--- src/rtl/core/bfcs_pkg.sv ---
// Shared types, codes and bank tables for the banked flash command sequencer.
package bfcs_pkg;

   // Request opcodes
   localparam logic [1:0] OPC_PROGRAM = 2'd0;
   localparam logic [1:0] OPC_ERASE   = 2'd1;
   localparam logic [1:0] OPC_EXIT    = 2'd2;

   // Result kinds
   localparam logic [1:0] KIND_WRITE  = 2'd0;
   localparam logic [1:0] KIND_POLL   = 2'd1;
   localparam logic [1:0] KIND_TOGGLE = 2'd2;
   localparam logic [1:0] KIND_SKIP   = 2'd3;

   // Command bus constants
   localparam logic [19:0] ADDR_UNLOCK1 = 20'h0AAAA;
   localparam logic [19:0] ADDR_UNLOCK2 = 20'h05555;
   localparam logic [19:0] ADDR_ZERO    = 20'h00000;
   localparam logic [7:0]  DATA_UNLOCK1 = 8'hAA;
   localparam logic [7:0]  DATA_UNLOCK2 = 8'h55;
   localparam logic [7:0]  DATA_PROGRAM = 8'hA0;
   localparam logic [7:0]  DATA_ERASE   = 8'h80;
   localparam logic [7:0]  DATA_SECTOR  = 8'h30;
   localparam logic [7:0]  DATA_RESET   = 8'hF0;

   // Absolute address map limits
   localparam logic [21:0] PROT_LOW    = 22'h1C0000;
   localparam logic [21:0] PROT_HIGH   = 22'h1DFFFF;
   localparam logic [21:0] SECT64_HIGH = 22'h1EFFFF;
   localparam logic [21:0] SECT32_HIGH = 22'h1F7FFF;
   localparam logic [21:0] SECT8_HIGH  = 22'h1FBFFF;
   localparam logic [21:0] SECT16_HIGH = 22'h1FFFFF;

   localparam logic [2:0] PROGRAM_LAST_STEP = 3'd4;
   localparam logic [2:0] ERASE_LAST_STEP   = 3'd7;

   typedef enum logic [1:0] {
      SEQ_PROGRAM,
      SEQ_ERASE,
      SEQ_EXIT,
      SEQ_SKIP
   } seq_type;

   typedef struct packed {
      logic [1:0]  opcode;
      logic [3:0]  bank;
      logic [19:0] offset;
      logic [7:0]  value;
   } req_type;

   typedef struct packed {
      logic [1:0]  kind;
      logic [19:0] address;
      logic [7:0]  data;
      logic        last;
   } rsp_type;

   // Classified command passed from front to back
   typedef struct packed {
      seq_type     seq;
      logic [19:0] offset;
      logic [7:0]  value;
   } cmd_type;

   // Queue pop-side status seen by the back end
   typedef struct packed {
      logic    valid;
      cmd_type cmd;
   } q_head_type;

   function automatic logic [20:0] bank_base(input logic [3:0] bank);
      logic [20:0] base;
      case (bank)
         4'd1:    base = 21'h180000;
         4'd2:    base = 21'h100000;
         4'd3:    base = 21'h000000;
         4'd4:    base = 21'h040000;
         4'd5:    base = 21'h080000;
         4'd6:    base = 21'h0C0000;
         4'd7:    base = 21'h000000;
         4'd8:    base = 21'h080000;
         4'd9:    base = 21'h000000;
         4'd10:   base = 21'h1C0000;
         default: base = 21'h000000;
      endcase
      return base;
   endfunction

   function automatic logic [20:0] bank_size(input logic [3:0] bank);
      logic [20:0] size;
      case (bank)
         4'd1, 4'd3, 4'd4, 4'd5, 4'd6, 4'd10: size = 21'h040000;
         4'd2, 4'd7, 4'd8:                     size = 21'h080000;
         4'd9:                                 size = 21'h100000;
         default:                              size = 21'h000000;
      endcase
      return size;
   endfunction

endpackage

--- src/rtl/core/bfcs_front.sv ---
// Front end: accept requests, check bank, protection and sector boundary.
module bfcs_front (
   input  logic              clock,
   input  logic              reset,
   input  logic              req_valid,
   output logic              req_stall,
   input  bfcs_pkg::req_type req_data,
   output logic              push_valid,
   output bfcs_pkg::cmd_type push_cmd,
   input  logic              q_full
);

   logic              ent_valid_ff, ent_valid_in;
   bfcs_pkg::cmd_type ent_ff, ent_in;
   logic              accept, push;
   logic [21:0]       abs_addr;
   logic              in_bank, in_prot, on_boundary, usable;

   assign req_stall  = ent_valid_ff && q_full;
   assign accept     = req_valid && !req_stall;
   assign push       = ent_valid_ff && !q_full;
   assign push_valid = ent_valid_ff;
   assign push_cmd   = ent_ff;

   always_comb begin
      abs_addr = {1'b0, bfcs_pkg::bank_base(req_data.bank)} + {2'b00, req_data.offset};
      in_bank  = {1'b0, req_data.offset} < bfcs_pkg::bank_size(req_data.bank);
      in_prot  = (abs_addr >= bfcs_pkg::PROT_LOW) && (abs_addr <= bfcs_pkg::PROT_HIGH);
      usable   = in_bank && !in_prot;
      if (abs_addr <= bfcs_pkg::SECT64_HIGH) begin
         on_boundary = (abs_addr[15:0] == '0);
      end else if (abs_addr <= bfcs_pkg::SECT32_HIGH) begin
         on_boundary = (abs_addr[14:0] == '0);
      end else if (abs_addr <= bfcs_pkg::SECT8_HIGH) begin
         on_boundary = (abs_addr[12:0] == '0);
      end else if (abs_addr <= bfcs_pkg::SECT16_HIGH) begin
         on_boundary = (abs_addr[13:0] == '0);
      end else begin
         on_boundary = 1'b0;
      end

      ent_in.offset = req_data.offset;
      ent_in.value  = req_data.value;
      case (req_data.opcode)
         bfcs_pkg::OPC_PROGRAM:
            ent_in.seq = usable ? bfcs_pkg::SEQ_PROGRAM : bfcs_pkg::SEQ_SKIP;
         bfcs_pkg::OPC_ERASE:
            ent_in.seq = (usable && on_boundary) ? bfcs_pkg::SEQ_ERASE : bfcs_pkg::SEQ_SKIP;
         bfcs_pkg::OPC_EXIT:
            ent_in.seq = bfcs_pkg::SEQ_EXIT;
         default:
            ent_in.seq = bfcs_pkg::SEQ_SKIP;
      endcase

      if (accept) begin
         ent_valid_in = 1'b1;
      end else if (push) begin
         ent_valid_in = 1'b0;
      end else begin
         ent_valid_in = ent_valid_ff;
      end
   end

   always_ff @(posedge clock) begin
      if (reset) begin
         ent_valid_ff <= 1'b0;
      end else begin
         ent_valid_ff <= ent_valid_in;
      end
   end

   always_ff @(posedge clock) begin
      if (accept) begin
         ent_ff <= ent_in;
      end
   end

   // A held entry must not move while the queue is full
   a_hold_when_full: assert property (@(posedge clock) disable iff (reset)
      (ent_valid_ff && q_full) |=> (ent_valid_ff && $stable(ent_ff)))
      else $error("front entry changed while queue full");

   // Unusable program requests never reach the back end as programs
   a_skip_out_of_bank: assert property (@(posedge clock) disable iff (reset)
      (accept && req_data.opcode == bfcs_pkg::OPC_PROGRAM && !in_bank)
      |=> (ent_ff.seq == bfcs_pkg::SEQ_SKIP))
      else $error("out-of-bank program not skipped");

endmodule

--- src/rtl/core/bfcs_queue.sv ---
// Small command queue between front and back ends.
module bfcs_queue #(
   parameter int DEPTH = 2
) (
   input  logic                 clock,
   input  logic                 reset,
   input  logic                 push_valid,
   input  bfcs_pkg::cmd_type    push_cmd,
   output logic                 full,
   output bfcs_pkg::q_head_type head,
   input  logic                 pop
);

   localparam int PW = (DEPTH > 1) ? $clog2(DEPTH) : 1;
   localparam int CW = $clog2(DEPTH + 1);
   localparam logic [PW-1:0] LAST_SLOT = PW'(DEPTH - 1);
   localparam logic [CW-1:0] FULL_COUNT = CW'(DEPTH);

   bfcs_pkg::cmd_type slot_ff [DEPTH];
   logic [PW-1:0]     wr_ptr_ff, wr_ptr_in, rd_ptr_ff, rd_ptr_in;
   logic [CW-1:0]     count_ff, count_in;
   logic              push, do_pop;

   assign full       = (count_ff == FULL_COUNT);
   assign push       = push_valid && !full;
   assign head.valid = (count_ff != '0);
   assign head.cmd   = slot_ff[rd_ptr_ff];
   assign do_pop     = pop && head.valid;

   always_comb begin
      wr_ptr_in = wr_ptr_ff;
      rd_ptr_in = rd_ptr_ff;
      count_in  = count_ff;
      if (push) begin
         wr_ptr_in = (wr_ptr_ff == LAST_SLOT) ? '0 : wr_ptr_ff + 1'b1;
      end
      if (do_pop) begin
         rd_ptr_in = (rd_ptr_ff == LAST_SLOT) ? '0 : rd_ptr_ff + 1'b1;
      end
      if (push && !do_pop) begin
         count_in = count_ff + 1'b1;
      end else if (do_pop && !push) begin
         count_in = count_ff - 1'b1;
      end
   end

   always_ff @(posedge clock) begin
      if (reset) begin
         wr_ptr_ff <= '0;
         rd_ptr_ff <= '0;
         count_ff  <= '0;
      end else begin
         wr_ptr_ff <= wr_ptr_in;
         rd_ptr_ff <= rd_ptr_in;
         count_ff  <= count_in;
      end
   end

   always_ff @(posedge clock) begin
      if (push) begin
         slot_ff[wr_ptr_ff] <= push_cmd;
      end
   end

   a_count_bound: assert property (@(posedge clock) disable iff (reset)
      count_ff <= FULL_COUNT)
      else $error("queue count overflow");

   a_count_up: assert property (@(posedge clock) disable iff (reset)
      (push && !do_pop) |=> (count_ff == $past(count_ff) + 1'b1))
      else $error("queue count did not advance on push");

endmodule

--- src/rtl/core/bfcs_back.sv ---
// Back end: step through the flash bus sequence of each queued command.
module bfcs_back (
   input  logic                 clock,
   input  logic                 reset,
   input  bfcs_pkg::q_head_type head,
   output logic                 pop,
   output logic                 rsp_valid,
   input  logic                 rsp_stall,
   output bfcs_pkg::rsp_type    rsp_data
);

   bfcs_pkg::cmd_type cmd_ff, cmd_in;
   logic              busy_ff, busy_in;
   logic [2:0]        step_ff, step_in;
   logic              rsp_valid_ff, rsp_valid_in;
   bfcs_pkg::rsp_type rsp_ff, gen;
   logic              load;

   assign rsp_valid = rsp_valid_ff;
   assign rsp_data  = rsp_ff;
   assign load      = busy_ff && (!rsp_valid_ff || !rsp_stall);
   assign pop       = head.valid && (!busy_ff || (load && gen.last));

   // Build the bus operation for the current step
   always_comb begin
      gen.kind    = bfcs_pkg::KIND_WRITE;
      gen.address = bfcs_pkg::ADDR_ZERO;
      gen.data    = '0;
      gen.last    = 1'b0;
      case (cmd_ff.seq)
         bfcs_pkg::SEQ_PROGRAM: begin
            case (step_ff)
               3'd0: begin
                  gen.address = bfcs_pkg::ADDR_UNLOCK1;
                  gen.data    = bfcs_pkg::DATA_UNLOCK1;
               end
               3'd1: begin
                  gen.address = bfcs_pkg::ADDR_UNLOCK2;
                  gen.data    = bfcs_pkg::DATA_UNLOCK2;
               end
               3'd2: begin
                  gen.address = bfcs_pkg::ADDR_UNLOCK1;
                  gen.data    = bfcs_pkg::DATA_PROGRAM;
               end
               3'd3: begin
                  gen.address = cmd_ff.offset;
                  gen.data    = cmd_ff.value;
               end
               default: begin
                  gen.kind    = bfcs_pkg::KIND_POLL;
                  gen.address = cmd_ff.offset;
                  gen.data    = cmd_ff.value;
                  gen.last    = 1'b1;
               end
            endcase
         end
         bfcs_pkg::SEQ_ERASE: begin
            case (step_ff)
               3'd0, 3'd3: begin
                  gen.address = bfcs_pkg::ADDR_UNLOCK1;
                  gen.data    = bfcs_pkg::DATA_UNLOCK1;
               end
               3'd1, 3'd4: begin
                  gen.address = bfcs_pkg::ADDR_UNLOCK2;
                  gen.data    = bfcs_pkg::DATA_UNLOCK2;
               end
               3'd2: begin
                  gen.address = bfcs_pkg::ADDR_UNLOCK1;
                  gen.data    = bfcs_pkg::DATA_ERASE;
               end
               3'd5: begin
                  gen.address = cmd_ff.offset;
                  gen.data    = bfcs_pkg::DATA_SECTOR;
               end
               3'd6: begin
                  gen.kind = bfcs_pkg::KIND_TOGGLE;
               end
               default: begin
                  gen.data = bfcs_pkg::DATA_RESET;
                  gen.last = 1'b1;
               end
            endcase
         end
         bfcs_pkg::SEQ_EXIT: begin
            gen.data = bfcs_pkg::DATA_RESET;
            gen.last = 1'b1;
         end
         default: begin
            gen.kind = bfcs_pkg::KIND_SKIP;
            gen.last = 1'b1;
         end
      endcase
   end

   always_comb begin
      cmd_in  = cmd_ff;
      busy_in = busy_ff;
      step_in = step_ff;
      if (pop) begin
         cmd_in  = head.cmd;
         busy_in = 1'b1;
         step_in = '0;
      end else if (load && gen.last) begin
         busy_in = 1'b0;
         step_in = '0;
      end else if (load) begin
         step_in = step_ff + 1'b1;
      end

      if (load) begin
         rsp_valid_in = 1'b1;
      end else if (rsp_stall) begin
         rsp_valid_in = rsp_valid_ff;
      end else begin
         rsp_valid_in = 1'b0;
      end
   end

   always_ff @(posedge clock) begin
      if (reset) begin
         busy_ff      <= 1'b0;
         step_ff      <= '0;
         rsp_valid_ff <= 1'b0;
      end else begin
         busy_ff      <= busy_in;
         step_ff      <= step_in;
         rsp_valid_ff <= rsp_valid_in;
      end
   end

   always_ff @(posedge clock) begin
      cmd_ff <= cmd_in;
      if (load) begin
         rsp_ff <= gen;
      end
   end

   a_program_steps: assert property (@(posedge clock) disable iff (reset)
      (busy_ff && cmd_ff.seq == bfcs_pkg::SEQ_PROGRAM)
      |-> (step_ff <= bfcs_pkg::PROGRAM_LAST_STEP))
      else $error("program step out of range");

   a_step_restart: assert property (@(posedge clock) disable iff (reset)
      (load && gen.last) |=> (step_ff == '0))
      else $error("step counter did not restart after final operation");

endmodule

--- src/rtl/core/banked_flash_command_sequencer.sv ---
// Top level of the banked flash command sequencer.
//
//   Channel  Direction  Handshake            Payload
//   req_*    in         req_valid/req_stall  bfcs_pkg::req_type (opcode, bank, offset, value)
//   rsp_*    out        rsp_valid/rsp_stall  bfcs_pkg::rsp_type (kind, address, data, last)
//
// One bus operation leaves per cycle while a command is in hand and rsp is not
// stalled; program has 5 steps, erase 8, exit and skipped requests 1, set by the
// step counter in the back end. After a request is accepted, its first result
// passes through the front register, a queue slot, the command register and the
// output register in that order.
// Reset is synchronous and active high; it empties the queue and both ends.
// A stall on rsp holds the output register; the queue keeps taking requests
// until it and the front register are full, then req_stall rises.
module banked_flash_command_sequencer #(
   parameter int QUEUE_DEPTH = 2
) (
   input  logic              clock,
   input  logic              reset,
   input  logic              req_valid,
   output logic              req_stall,
   input  bfcs_pkg::req_type req_data,
   output logic              rsp_valid,
   input  logic              rsp_stall,
   output bfcs_pkg::rsp_type rsp_data
);

   // Front to queue
   logic                 push_valid;
   bfcs_pkg::cmd_type    push_cmd;
   logic                 q_full;
   // Queue to back
   bfcs_pkg::q_head_type q_head;
   logic                 q_pop;

   // Classify each transaction: program, erase, exit or skip
   bfcs_front u_front (
      .clock      (clock),
      .reset      (reset),
      .req_valid  (req_valid),
      .req_stall  (req_stall),
      .req_data   (req_data),
      .push_valid (push_valid),
      .push_cmd   (push_cmd),
      .q_full     (q_full)
   );

   // Decouple the front from the flash bus pace
   bfcs_queue #(
      .DEPTH (QUEUE_DEPTH)
   ) u_queue (
      .clock      (clock),
      .reset      (reset),
      .push_valid (push_valid),
      .push_cmd   (push_cmd),
      .full       (q_full),
      .head       (q_head),
      .pop        (q_pop)
   );

   // Drive the unlock, command, poll, toggle and reset operations in order
   bfcs_back u_back (
      .clock     (clock),
      .reset     (reset),
      .head      (q_head),
      .pop       (q_pop),
      .rsp_valid (rsp_valid),
      .rsp_stall (rsp_stall),
      .rsp_data  (rsp_data)
   );

endmodule
--- config.mk ---
export PLATFORM = sky130hd
export DESIGN_NAME = banked_flash_command_sequencer
export DESIGN_NICKNAME = d
export VERILOG_FILES = /design/src/rtl/core/bfcs_pkg.sv /design/src/rtl/core/bfcs_front.sv /design/src/rtl/core/bfcs_queue.sv /design/src/rtl/core/bfcs_back.sv /design/src/rtl/core/banked_flash_command_sequencer.sv
export SDC_FILE = /design/constraint.sdc
export NUM_CORES = 1
export LEC_CHECK = 0
export BUFFER_PORTS_ARGS = -buffer_cell sky130_fd_sc_hd__buf_2
export CAP_MARGIN = 25
export CORE_ASPECT_RATIO = 1.25
export CORE_MARGIN = 2
export CORE_UTILIZATION = 52
export DETAILED_ROUTE_END_ITERATION = 16
export PLACE_DENSITY = 0.76
export SYNTH_ARGS = -nofsm -noshare
export SYNTH_HDL_FRONTEND = slang
export SYNTH_SLANG_ARGS = --single-unit
--- constraint.sdc ---
create_clock -name clock -period 3.4 [get_ports clock]
set_clock_uncertainty 0.2 [all_clocks]
set_input_delay 0.85 -clock clock [delete_from_list [all_inputs] [get_ports clock]]
set_output_delay 0.85 -clock clock [all_outputs]
set_load 0.02 [all_outputs]
### Word-level counts from Yosys, hierarchy flattened

Memory sizes are Yosys's and may differ from the RTL's. A register that Yosys moved wholly into a read port is not among the register bits.
Cells that the tools add are included.

* add/sub/neg operators: 6
* multiplexer cells: 30
* eq/ne operators: 12
* order comparisons: 7
* reduce and logical (&&, ||, !) cells: 39

Operators by type and width (number)
* 22-bit by 21-bit less-or-equal comparator with 1-bit output, second input constant: 5
* 28-bit case mux with 3 select lines: 1
* 20-bit case mux with 3 select lines: 1
* 20-bit case mux with 2 select lines: 1
* 8-bit case mux with 5 select lines: 1
* 8-bit case mux with 3 select lines: 1
* 21-bit by 20-bit adder with 22-bit output: 1
* 22-bit by 21-bit greater-or-equal comparator with 1-bit output, second input constant: 1
* 20-bit by 21-bit < comparator with 1-bit output: 1
* 1-bit 2-to-1 mux: 17
* 16-bit zero test: 1
* 15-bit zero test: 1
* 14-bit zero test: 1
* 13-bit zero test: 1
* 1-bit logical AND: 12
* 2-bit case mux with 3 select lines: 2
* 2-bit 2-to-1 mux: 5
* 3-bit equality test, second input constant: 3
* 1-bit zero test: 8
* 2-bit nonzero test: 4
* 7-bit OR reduction: 1
* 2-bit equality test, second input constant: 3
* 3-bit by 2-bit equality test with 1-bit output, second input constant: 2
* 3-bit OR reduction: 2
* 13 further kinds: 18

* output and inout bits: 33
* flip-flop bits (word level): 71
* memory bits (read-only): 96
* logic and storage cells: 111
* RAM bits: 60
* memories kept: 3

Memories
* u_queue.slot_ff: depth 2, bits a word 30, rd ports 1, clocked after Yosys merged registers in 1, write ports 1, RTL line bfcs_queue.sv:19 `bfcs_pkg::cmd_type slot_ff [DEPTH];`
* (name not given): depth 16, bits a word 3, rd ports 1, clocked after Yosys merged registers in 0, write ports 0, RTL line bfcs_pkg.sv:73 `case (bank)`
* (name not given): depth 16, bits a word 3, rd ports 1, clocked after Yosys merged registers in 0, write ports 0, RTL line bfcs_pkg.sv:91 `case (bank)`

### Longest topological paths before layout

Gate-level depths: netlist of the first run.

* word-level depth: 11
* gate-level depth with buffers: 11
* depth with buffers taken out: 11

### Cells and area by module

From an unflattened synthesis of the first run, not the netlist that was laid out.

* cells, all modules: 405
* area total of the unflattened synthesis: 6447.4 um^2

Modules (own cells, without submodules)
* bfcs_back: cells each 197, times used 1, area each 2715.1 um^2, seq. area each 1931.9 um^2
* bfcs_queue: cells each 118, times used 1, area each 2374.8 um^2, seq. area each 1901.8 um^2
* bfcs_front: cells each 90, times used 1, area each 1357.6 um^2, seq. area each 920.9 um^2

### Least setup slack after synthesis of the first run

Ideal clock, no wire load.

* path type: input-to-reg
* start: in req_data[30] in the netlist's numbering
* end: reg u_front.ent_ff, in the netlist u_front.push_cmd[28] (data pin)
* slack: -0.033 ns
* stages on the path: 10
* arrival: 3.106 ns
* cell sequence: buf_2 -> and2b_2 -> a22o_1 -> ha_1 -> inv_1 -> fa_1 -> nand4bb_1 -> or4b_2 -> o221ai_2 -> a21o_2

RTL lines
* start, declared: RTL line banked_flash_command_sequencer.sv:22 `input bfcs_pkg::req_type req_data,`
* end signal, assigned: RTL line bfcs_front.sv:74 `ent_ff <= ent_in;`
* end, declared: RTL line bfcs_front.sv:14 `bfcs_pkg::cmd_type ent_ff, ent_in;`

==> flow_summary.json, run 1 <==
{
  "start_util": 0.530,
  "nets": 539,
  "ctsRootBufferMaster": "clkbuf_16",
  "dp_hpwl_um": 7300,
  "synth_nets": 448,
  "synth_most_common_cell": "edfxtp_1",
  "io_pins": 71,
  "status": "finished, final reports clean",
  "rsz0062_at_grt": "no",
  "cts_sinks": 161,
  "grt_pass1_wl_um": 17600,
  "core_sq_um": 12000,
  "hold_viol_final": 0,
  "period_needed_ps": 3180,
  "wl_um": 10800,
  "syn_inst": 395,
  "finalWorstSetupSlack_ps": 221,
  "area_delta_synth_final_pct": 20.2,
  "cts_buffer_depth": 2,
  "cp_max_fo": 4,
  "avgRoutedWirePerCell_um": 16.3,
  "power_density_nw_per_um2": 850,
  "htreeDepth": 4,
  "antenna_found_initial": 0,
  "track_usage": 0.179,
  "cts_setup_buffers": 0,
  "synth-main-ff-cell": "edfxtp_1",
  "cts.clk_slew.worst_paths_ps": 60,
  "numPortBuffers": 70,
  "drt-pass1-iter-count": 4,
  "setup_violations": 0,
  "leakage_nw": 2.85,
  "relSlewSlack": 0.620,
  "grt_max_degree": 41,
  "vias": 3507,
  "clock.fmax_mhz": 315,
  "grt_pass1_vias": 3542,
  "slew_violations": 0,
  "yosysTopAreaCell": "edfxtp_1",
  "synth.yosys.seq_area_share": 0.741,
  "synth_cell_types": 56,
  "clk_latency_ps": 410,
  "drc_errors": 0,
  "synth_edf_count": 151,
  "viasPerCell": 5.29,
  "avgSynthCellArea_sq_um": 16.2,
  "drtAntennaViolNets": 0,
  "cp.arrival_ps": 3270,
  "yosysWarnings": 0,
  "cp_data_required_time_ps": 3490,
  "start_kind": "input port",
  "cts_resized": 0,
  "worst_pin_slew_ps": 570,
  "dieArea_sq_um": 13200,
  "async_flop_share": 0,
  "synth_area_sq_um": 6390,
  "drv_cap": 0,
  "grt_overflow": 0,
  "ys_top_cells_by_area": "edfxtp_1, mux2_2, dfxtp_1",
  "die-width_um": 103,
  "cts_tree": "built",
  "whs_ps": 242,
  "numCtsBuffers": 17,
  "crit_chain": "buf_2 > inv_1 > ha_1 > a22o_1 > ha_1 > inv_1 > fa_1 > or4b_2 > o221ai_2 > a21o_2",
  "vdd_ir_drop_max_uv": 393,
  "ys_top_cells_by_count": "edfxtp_1, mux2_2, nor2_1",
  "die_y_um": 128,
  "slowest_delay_ps": 660,
  "drive_gt1_frac": 0.319,
  "hold_path.class": "register to register",
  "hold_buffers": 0,
  "crit_path_top_delay_cell": "or4b_2",
  "synth-seq-cells": 161,
  "finalCritPeriodShare": 0.935,
  "gp_congestion": 0.886,
  "cp-end-kind": "register",
  "fp-row-count": 45,
  "yosys.area.top_type_share": 0.710,
  "drt_iter0_drc": 249,
  "crit_type": "input port to register",
  "diodes": 0,
  "place_ws_ps": -195
}
[path summary, 6_finish.rpt]
| check | from | end | slack [ps] | depth (start not counted) |
|---|---|---|---|---|
| hold reg to reg | u_front.push_cmd[5] | u_queue.slot_ff[0][5] | 240 | 0 |
| hold / removal | u_front.push_cmd[5] | u_queue.slot_ff[0][5] | 240 | 0 |
| setup / recovery | req_data[28] | u_front.push_cmd[28] | 220 | 10 |
| setup reg to reg | u_back.step_ff[0] | u_queue.count_ff[1] | 430 | 8 |
[power breakdown]
group	leakage, nW	switching, mW	internal [mW]
combinational	1.04	0.910	0.562
sequential	1.50	0.181	2.78
clock	0.310	0.723	1.38
[cells by family (layout without fill, tap and decap cells)]
logic type | count (synthesis) | after routing | synth area share
buf+inv | 28 | 132 | 0.0180
compound gates | 72 | 72 | 0.0758
xor+xnor | 5 | 5 | 0.00686
flops | 161 | 161 | 0.741
mux | 36 | 36 | 0.0629
simple gates | 78 | 78 | 0.0646
fa+ha+maj | 15 | 15 | 0.0306
[cells in the final DEF (no fill, tap or decap), types with 2 or more instances in the layout]
cell,count
edfxtp_1,151
buf_2,70
mux2_2,33
nor2_1,26
o21ai_0,19
clkbuf_16,17
inv_1,15
ha_1,14
buf_4,14
nand2_1,12
a21oi_1,12
dfxtp_1,10
a21o_1,8
nor2b_1,7
a211oi_1,6
bufinv_16,6
nor3_1,5
nand2b_1,4
or3_1,4
nand3_1,4
xor2_1,4
clkinvlp_4,4
o22ai_1,3
o21bai_1,3
mux2i_1,3
nand4b_1,2
a31o_2,2
clkinv_1,2
o21a_1,2
and3_1,2
nor4_1,2
or4b_4,2
[per-stage QoR]
step	setup TNS (ps)	utilization	instance area, sq um	instances	power [mW]
after global placement	-22.8	0.582	7010	631	4.42
after CTS	0	0.637	7670	663	6.58
after detailed placement	-371	0.582	7010	631	4.47
after global routing	0	0.637	7670	663	6.84
after floorplan	0	-	6390	395	4.02
final	0	0.637	7670	663	6.53
[critical path, delay by kind of cell]
family	cells	cell delay, ps
AOI/OAI and AO/OA	3	620
and+or+nand+nor	1	660
buffers and inverters	3	270
adders and majority gates	3	870
[registers in the layout (all words and copies together) (netlist names)]
register,count
u_front.push_valid,1
u_back.cmd_ff,30
u_queue.wr_ptr_ff,1
u_back.rsp_data,31
u_queue.rd_ptr_ff,1
u_back.busy_ff,1
u_back.rsp_valid,1
u_front.push_cmd,30
u_queue.slot_ff,60
u_queue.count_ff,2
u_back.step_ff,3
[area by class of cell]
class                           instances  area (sq um)
Tap cell                              164           205
Clock inverter                         14           236
Fill cell                             900          4370
Inverter                               16          60.1
Timing Repair Buffer                   84           455
Multi-Input combinational cell        206          1550
Clock buffer                           18           429
Sequential cell                       161          4730
[metal layers]
layer,track usage,up-vias,routed length (um)
met3,0.0453,16,428
met2,0.297,90,5540
met4,0.0759,0,186
li1,-,1691,-
met5,0,-,0
met1,0.222,1710,4650
Power figures use the tool's default switching activity.
==> run 2, diff against run 1 <==
--- a/config.mk
+++ b/config.mk
@@ -7,11 +7,11 @@
 export LEC_CHECK = 0
 export BUFFER_PORTS_ARGS = -buffer_cell sky130_fd_sc_hd__buf_2
 export CAP_MARGIN = 25
-export CORE_ASPECT_RATIO = 1.25
+export CORE_ASPECT_RATIO = 1.2
 export CORE_MARGIN = 2
-export CORE_UTILIZATION = 52
+export CORE_UTILIZATION = 44
 export DETAILED_ROUTE_END_ITERATION = 16
-export PLACE_DENSITY = 0.76
+export PLACE_DENSITY = 0.66
 export SYNTH_ARGS = -nofsm -noshare
 export SYNTH_HDL_FRONTEND = slang
 export SYNTH_SLANG_ARGS = --single-unit
==> flow_summary.json, run 2 (synthesis gave the netlist of run 1 again) <==
{
  "status": "finished, final reports clean",
  "relSlewSlack": 0.538,
  "clk_latency_ps": 410,
  "largest_reg_flops": 60,
  "p_int_mw": 4.59,
  "track_usage": 0.148,
  "cts_buffer_depth": 2,
  "cts_resized": 0,
  "avgRoutedWirePerCell_um": 16.2,
  "grt_max_degree": 33,
  "p_comb_frac": 0.241,
  "cts.clk_slew.worst_paths_ps": 60,
  "worst_pin_slew_ps": 691,
  "htreeDepth": 4,
  "drv_cap": 0,
  "fp-row-count": 48,
  "ctsRootBufferMaster": "clkbuf_16",
  "power_switching_mw": 1.83,
  "hold_path.class": "register to register",
  "crit_type": "input port to register",
  "gp_congestion": 0.831,
  "setup_violations": 0,
  "p_seq_frac": 0.460,
  "start_kind": "input port",
  "swShare": 0.285,
  "numPortBuffers": 70,
  "area_delta_synth_final_pct": 19.7,
  "top_register": "u_queue.slot_ff",
  "wl_um": 10900,
  "drc_errors": 0,
  "leakage_nw": 2.83,
  "cp_data_required_time_ps": 3490,
  "hold_buffers": 0,
  "rsz0062_at_grt": "no",
  "io_pins": 71,
  "mostFrequentLayoutCell": "edfxtp_1",
  "clock.fmax_mhz": 321,
  "vdd_ir_drop_max_uv": 387,
  "cts_sinks": 161,
  "fillerInstances": 1152,
  "nets": 539,
  "numCtsBuffers": 17,
  "slew_violations": 0,
  "vias": 3533,
  "drtAntennaViolNets": 0,
  "grt_pass1_vias": 3558,
  "start_util": 0.447,
  "drt_iter0_drc": 151,
  "whs_ps": 242,
  "hold_viol_final": 0,
  "cp-end-kind": "register",
  "cts_setup_buffers": 0,
  "cts_tree": "built",
  "layout.cells.non_filler": 673,
  "core_sq_um": 14300,
  "drive_gt1_frac": 0.309,
  "finalCritPeriodShare": 0.917,
  "seq_area_sq_um": 4730,
  "viasPerCell": 5.25,
  "die-width_um": 114,
  "cp_max_fo": 5,
  "drt-pass1-iter-count": 4,
  "antenna_found_initial": 0,
  "power_density_nw_per_um2": 839,
  "utilization": 0.535,
  "diodes": 0,
  "grt_overflow": 0,
  "p_clk_frac": 0.299,
  "dieArea_sq_um": 15500,
  "dp_cells": 642,
  "multiInputGateArea_sq_um": 1550,
  "layout_common_cells": "edfxtp_1, buf_2, mux2_2",
  "cp.arrival_ps": 3210,
  "period_needed_ps": 3120,
  "die_y_um": 136,
  "grt_pass1_wl_um": 17300,
  "dp_hpwl_um": 7420
}
-- run 2: cell types whose count changed in the layout (fill, tap and decap cells not counted), moves of 2 or more --
cell        before  now
clkbuf_1         1    3
clkinvlp_4       4    2
buf_12           0    2
clkinv_1         2    4
buf_4           14   12
bufinv_16        6    4
-- run 2: area by class of cell --
type / instances / share of cell area
inverter: 16 / 0.00785
timing repair buffer: 84 / 0.0628
multi-input combinational: 206 / 0.203
clock buffer: 20 / 0.0571
clock inverter: 11 / 0.0214
sequential: 161 / 0.619
tap: 175 / 0.0286
-- run 2: power groups by stage --
stage | clock (mW) | sequential (mW) | combinational, mW
4_1_cts | 1.96 | 2.96 | 1.56
6_report | 1.92 | 2.95 | 1.55
2_1_floorplan | 0 | 3.13 | 0.889
3_3_place_gp | 0 | 2.98 | 1.52
5_1_grt | 2.03 | 2.99 | 1.68
3_5_place_dp | 0 | 2.99 | 1.55
-- run 2: metal layers --
layer,wire (um),global-route usage,share of wire,up-vias
met5,0,0,0,-
met4,199,0.0630,0.018,0
met3,452,0.0379,0.041,16
met2,6140,0.278,0.56,98
met1,4130,0.155,0.38,1733
li1,-,-,-,1686
-- run 2: through the flow --
step / instance area [sq um] / TNS [ps] / total power [mW] / setup slack (ps)
after global routing: 7650 / 0 / 6.71 / 147
after global placement: 7050 / -94.7 / 4.50 / -55.8
after floorplan: 6390 / 0 / 4.02 / 8.72
final: 7650 / 0 / 6.42 / 282
after detailed placement: 7050 / -285 / 4.55 / -146
after CTS: 7650 / 0 / 6.48 / 288
-- run 2: final timing paths --
kind / startpoint / endpoint / cells after the start / slack, ps
max: req_data[31] / u_front.push_cmd[28] / 9 / 280
min: u_front.push_cmd[1] / u_queue.slot_ff[0][1] / 0 / 240
max reg2reg: u_back.step_ff[0] / u_queue.count_ff[1] / 8 / 440
min reg2reg: u_front.push_cmd[1] / u_queue.slot_ff[0][1] / 0 / 240
-- run 2: worst max-delay path, cell delays in order --
cell and delay (ps):
buf_2 140, and2b_2 230, a22o_1 240, ha_1 190, inv_1 80, fa_1 450
or4b_2 670, o221ai_2 210, a21o_2 150
==> run 3, diff against run 2 <==
--- a/config.mk
+++ b/config.mk
@@ -10,6 +10,7 @@
 export CORE_ASPECT_RATIO = 1.2
 export CORE_MARGIN = 2
 export CORE_UTILIZATION = 44
+export CTS_BUF_LIST = sky130_fd_sc_hd__clkbuf_16
 export DETAILED_ROUTE_END_ITERATION = 16
 export PLACE_DENSITY = 0.66
 export SYNTH_ARGS = -nofsm -noshare
==> flow_summary.json, run 3 (synthesis gave the netlist of run 1 again) <==
{
  "drtAntennaViolNets": 0,
  "track_usage": 0.148,
  "cp-end-kind": "register",
  "avgRoutedWirePerCell_um": 16.2,
  "dp_hpwl_um": 7420,
  "core_sq_um": 14300,
  "mostFrequentLayoutCell": "edfxtp_1",
  "rr_worst_depth": 8,
  "antenna_found_initial": 0,
  "fin_setup_tns_ps": 0,
  "setup_violations": 0,
  "area_delta_synth_final_pct": 19.7,
  "cp.arrival_ps": 3210,
  "grt_pass1_wl_um": 17300,
  "slew_violations": 0,
  "vdd_ir_drop_max_uv": 387,
  "hold_end": "u_queue.slot_ff[0][1]",
  "largest_reg_flops": 60,
  "place_area_sq_um": 7050,
  "highest_layer": "met4",
  "numPortBuffers": 70,
  "finalCritPeriodShare": 0.917,
  "drive_gt1_frac": 0.309,
  "grt_max_degree": 33,
  "cp_data_required_time_ps": 3490,
  "cts_setup_buffers": 0,
  "numCtsBuffers": 17,
  "die-width_um": 114,
  "min_from": "u_front.push_cmd[1]",
  "dieArea_sq_um": 15500,
  "diodes": 0,
  "power_density_nw_per_um2": 838,
  "worst_pin_slew_ps": 691,
  "cts_sinks": 161,
  "dr_wl_met2_um": 6140,
  "wl_met1_um": 4130,
  "r2r-end": "u_queue.count_ff[1]",
  "top_register": "u_queue.slot_ff",
  "viasPerCell": 5.25,
  "gp_congestion": 0.831,
  "cts_buffer_depth": 2,
  "fillerInstances": 1152,
  "wl_um": 10900,
  "period_needed_ps": 3120,
  "drv_cap": 0,
  "route.met3.wl_um": 452,
  "utilization": 0.535,
  "hold_buffers": 0,
  "relSlewSlack": 0.538,
  "hold_path_depth": 0,
  "cts_tree": "built",
  "grt_overflow": 0,
  "fp-row-count": 48,
  "grt_pass1_vias": 3558,
  "worstReg2RegStart": "u_back.step_ff[0]",
  "fin_area_sq_um": 7650,
  "vias": 3533,
  "crit_type": "input port to register",
  "nets": 539,
  "ctsRootBufferMaster": "clkbuf_16",
  "leakage_nw": 2.84,
  "drt_iter0_drc": 152,
  "cts.clk_slew.worst_paths_ps": 60,
  "whs_ps": 242,
  "status": "finished, final reports clean",
  "start_util": 0.447,
  "clock.fmax_mhz": 321,
  "drt-pass1-iter-count": 4,
  "drc_errors": 0,
  "io_pins": 71,
  "layout_common_cells": "edfxtp_1, buf_2, mux2_2",
  "rrSetupSlack_ps": 440,
  "hold_path.class": "register to register",
  "start_kind": "input port",
  "hold_viol_final": 0,
  "htreeDepth": 4,
  "cp_max_fo": 5,
  "cts_resized": 0,
  "clk_latency_ps": 410,
  "rsz0062_at_grt": "no",
  "die_y_um": 136
}
==> run 3: cell types whose count changed in the layout (fill, tap and decap cells not counted), sizes merged <==
cell    before  now
clkbuf      20   17
inv         15   18
==> run 3: metrics by stage <==
step	total power, mW	instances	setup slack, ps
6_report	6.41	673	282
5_1_grt	6.71	673	147
4_1_cts	6.47	673	289
3_5_place_dp	4.55	642	-146
3_3_place_gp	4.50	642	-55.8
2_1_floorplan	4.02	395	8.72
==> run 3: power by group <==
group | leakage [nW] | switching (mW) | total [mW] | internal, mW
Sequential | 1.50 | 0.172 | 2.95 | 2.78
Combinational | 1.05 | 0.953 | 1.55 | 0.595
Clock | 0.295 | 0.701 | 1.91 | 1.21
==> run 3: worst max-delay path, stage by stage <==
cell,delay [ps]
buf_2,140
and2b_2,230
a22o_1,240
ha_1,190
inv_1,80
fa_1,450
or4b_2,670
o221ai_2,210
a21o_2,150
==> run 3: area by class of cell <==
cell class                 count  area [sq um]  area share
tap                          175           219      0.0286
inverter                      16          60.1     0.00785
timing repair buffer          84           480      0.0628
multi-input combinational    206          1550       0.203
clock inverter                14           175      0.0229
clock buffer                  17           425      0.0556
sequential                   161          4730       0.619
==> run 3: worst max path at each step <==
| stage | from | end | cells past startpoint |
|---|---|---|---|
| after floorplan | req_data[30] | u_front.push_cmd[28] | 9 |
| final | req_data[31] | u_front.push_cmd[28] | 9 |
| after global routing | req_data[28] | u_front.push_cmd[29] | 11 |
| after global placement | req_data[31] | u_front.push_cmd[28] | 9 |
| after CTS | req_data[28] | u_front.push_cmd[28] | 10 |
| after detailed placement | req_data[28] | u_front.push_cmd[29] | 11 |
==> run 3: layer usage <==
| metal | up-vias | global-route usage |
|---|---|---|
| met3 | 16 | 0.0379 |
| met5 | - | 0 |
| li1 | 1686 | - |
| met2 | 98 | 0.278 |
| met1 | 1733 | 0.155 |
| met4 | 0 | 0.0630 |
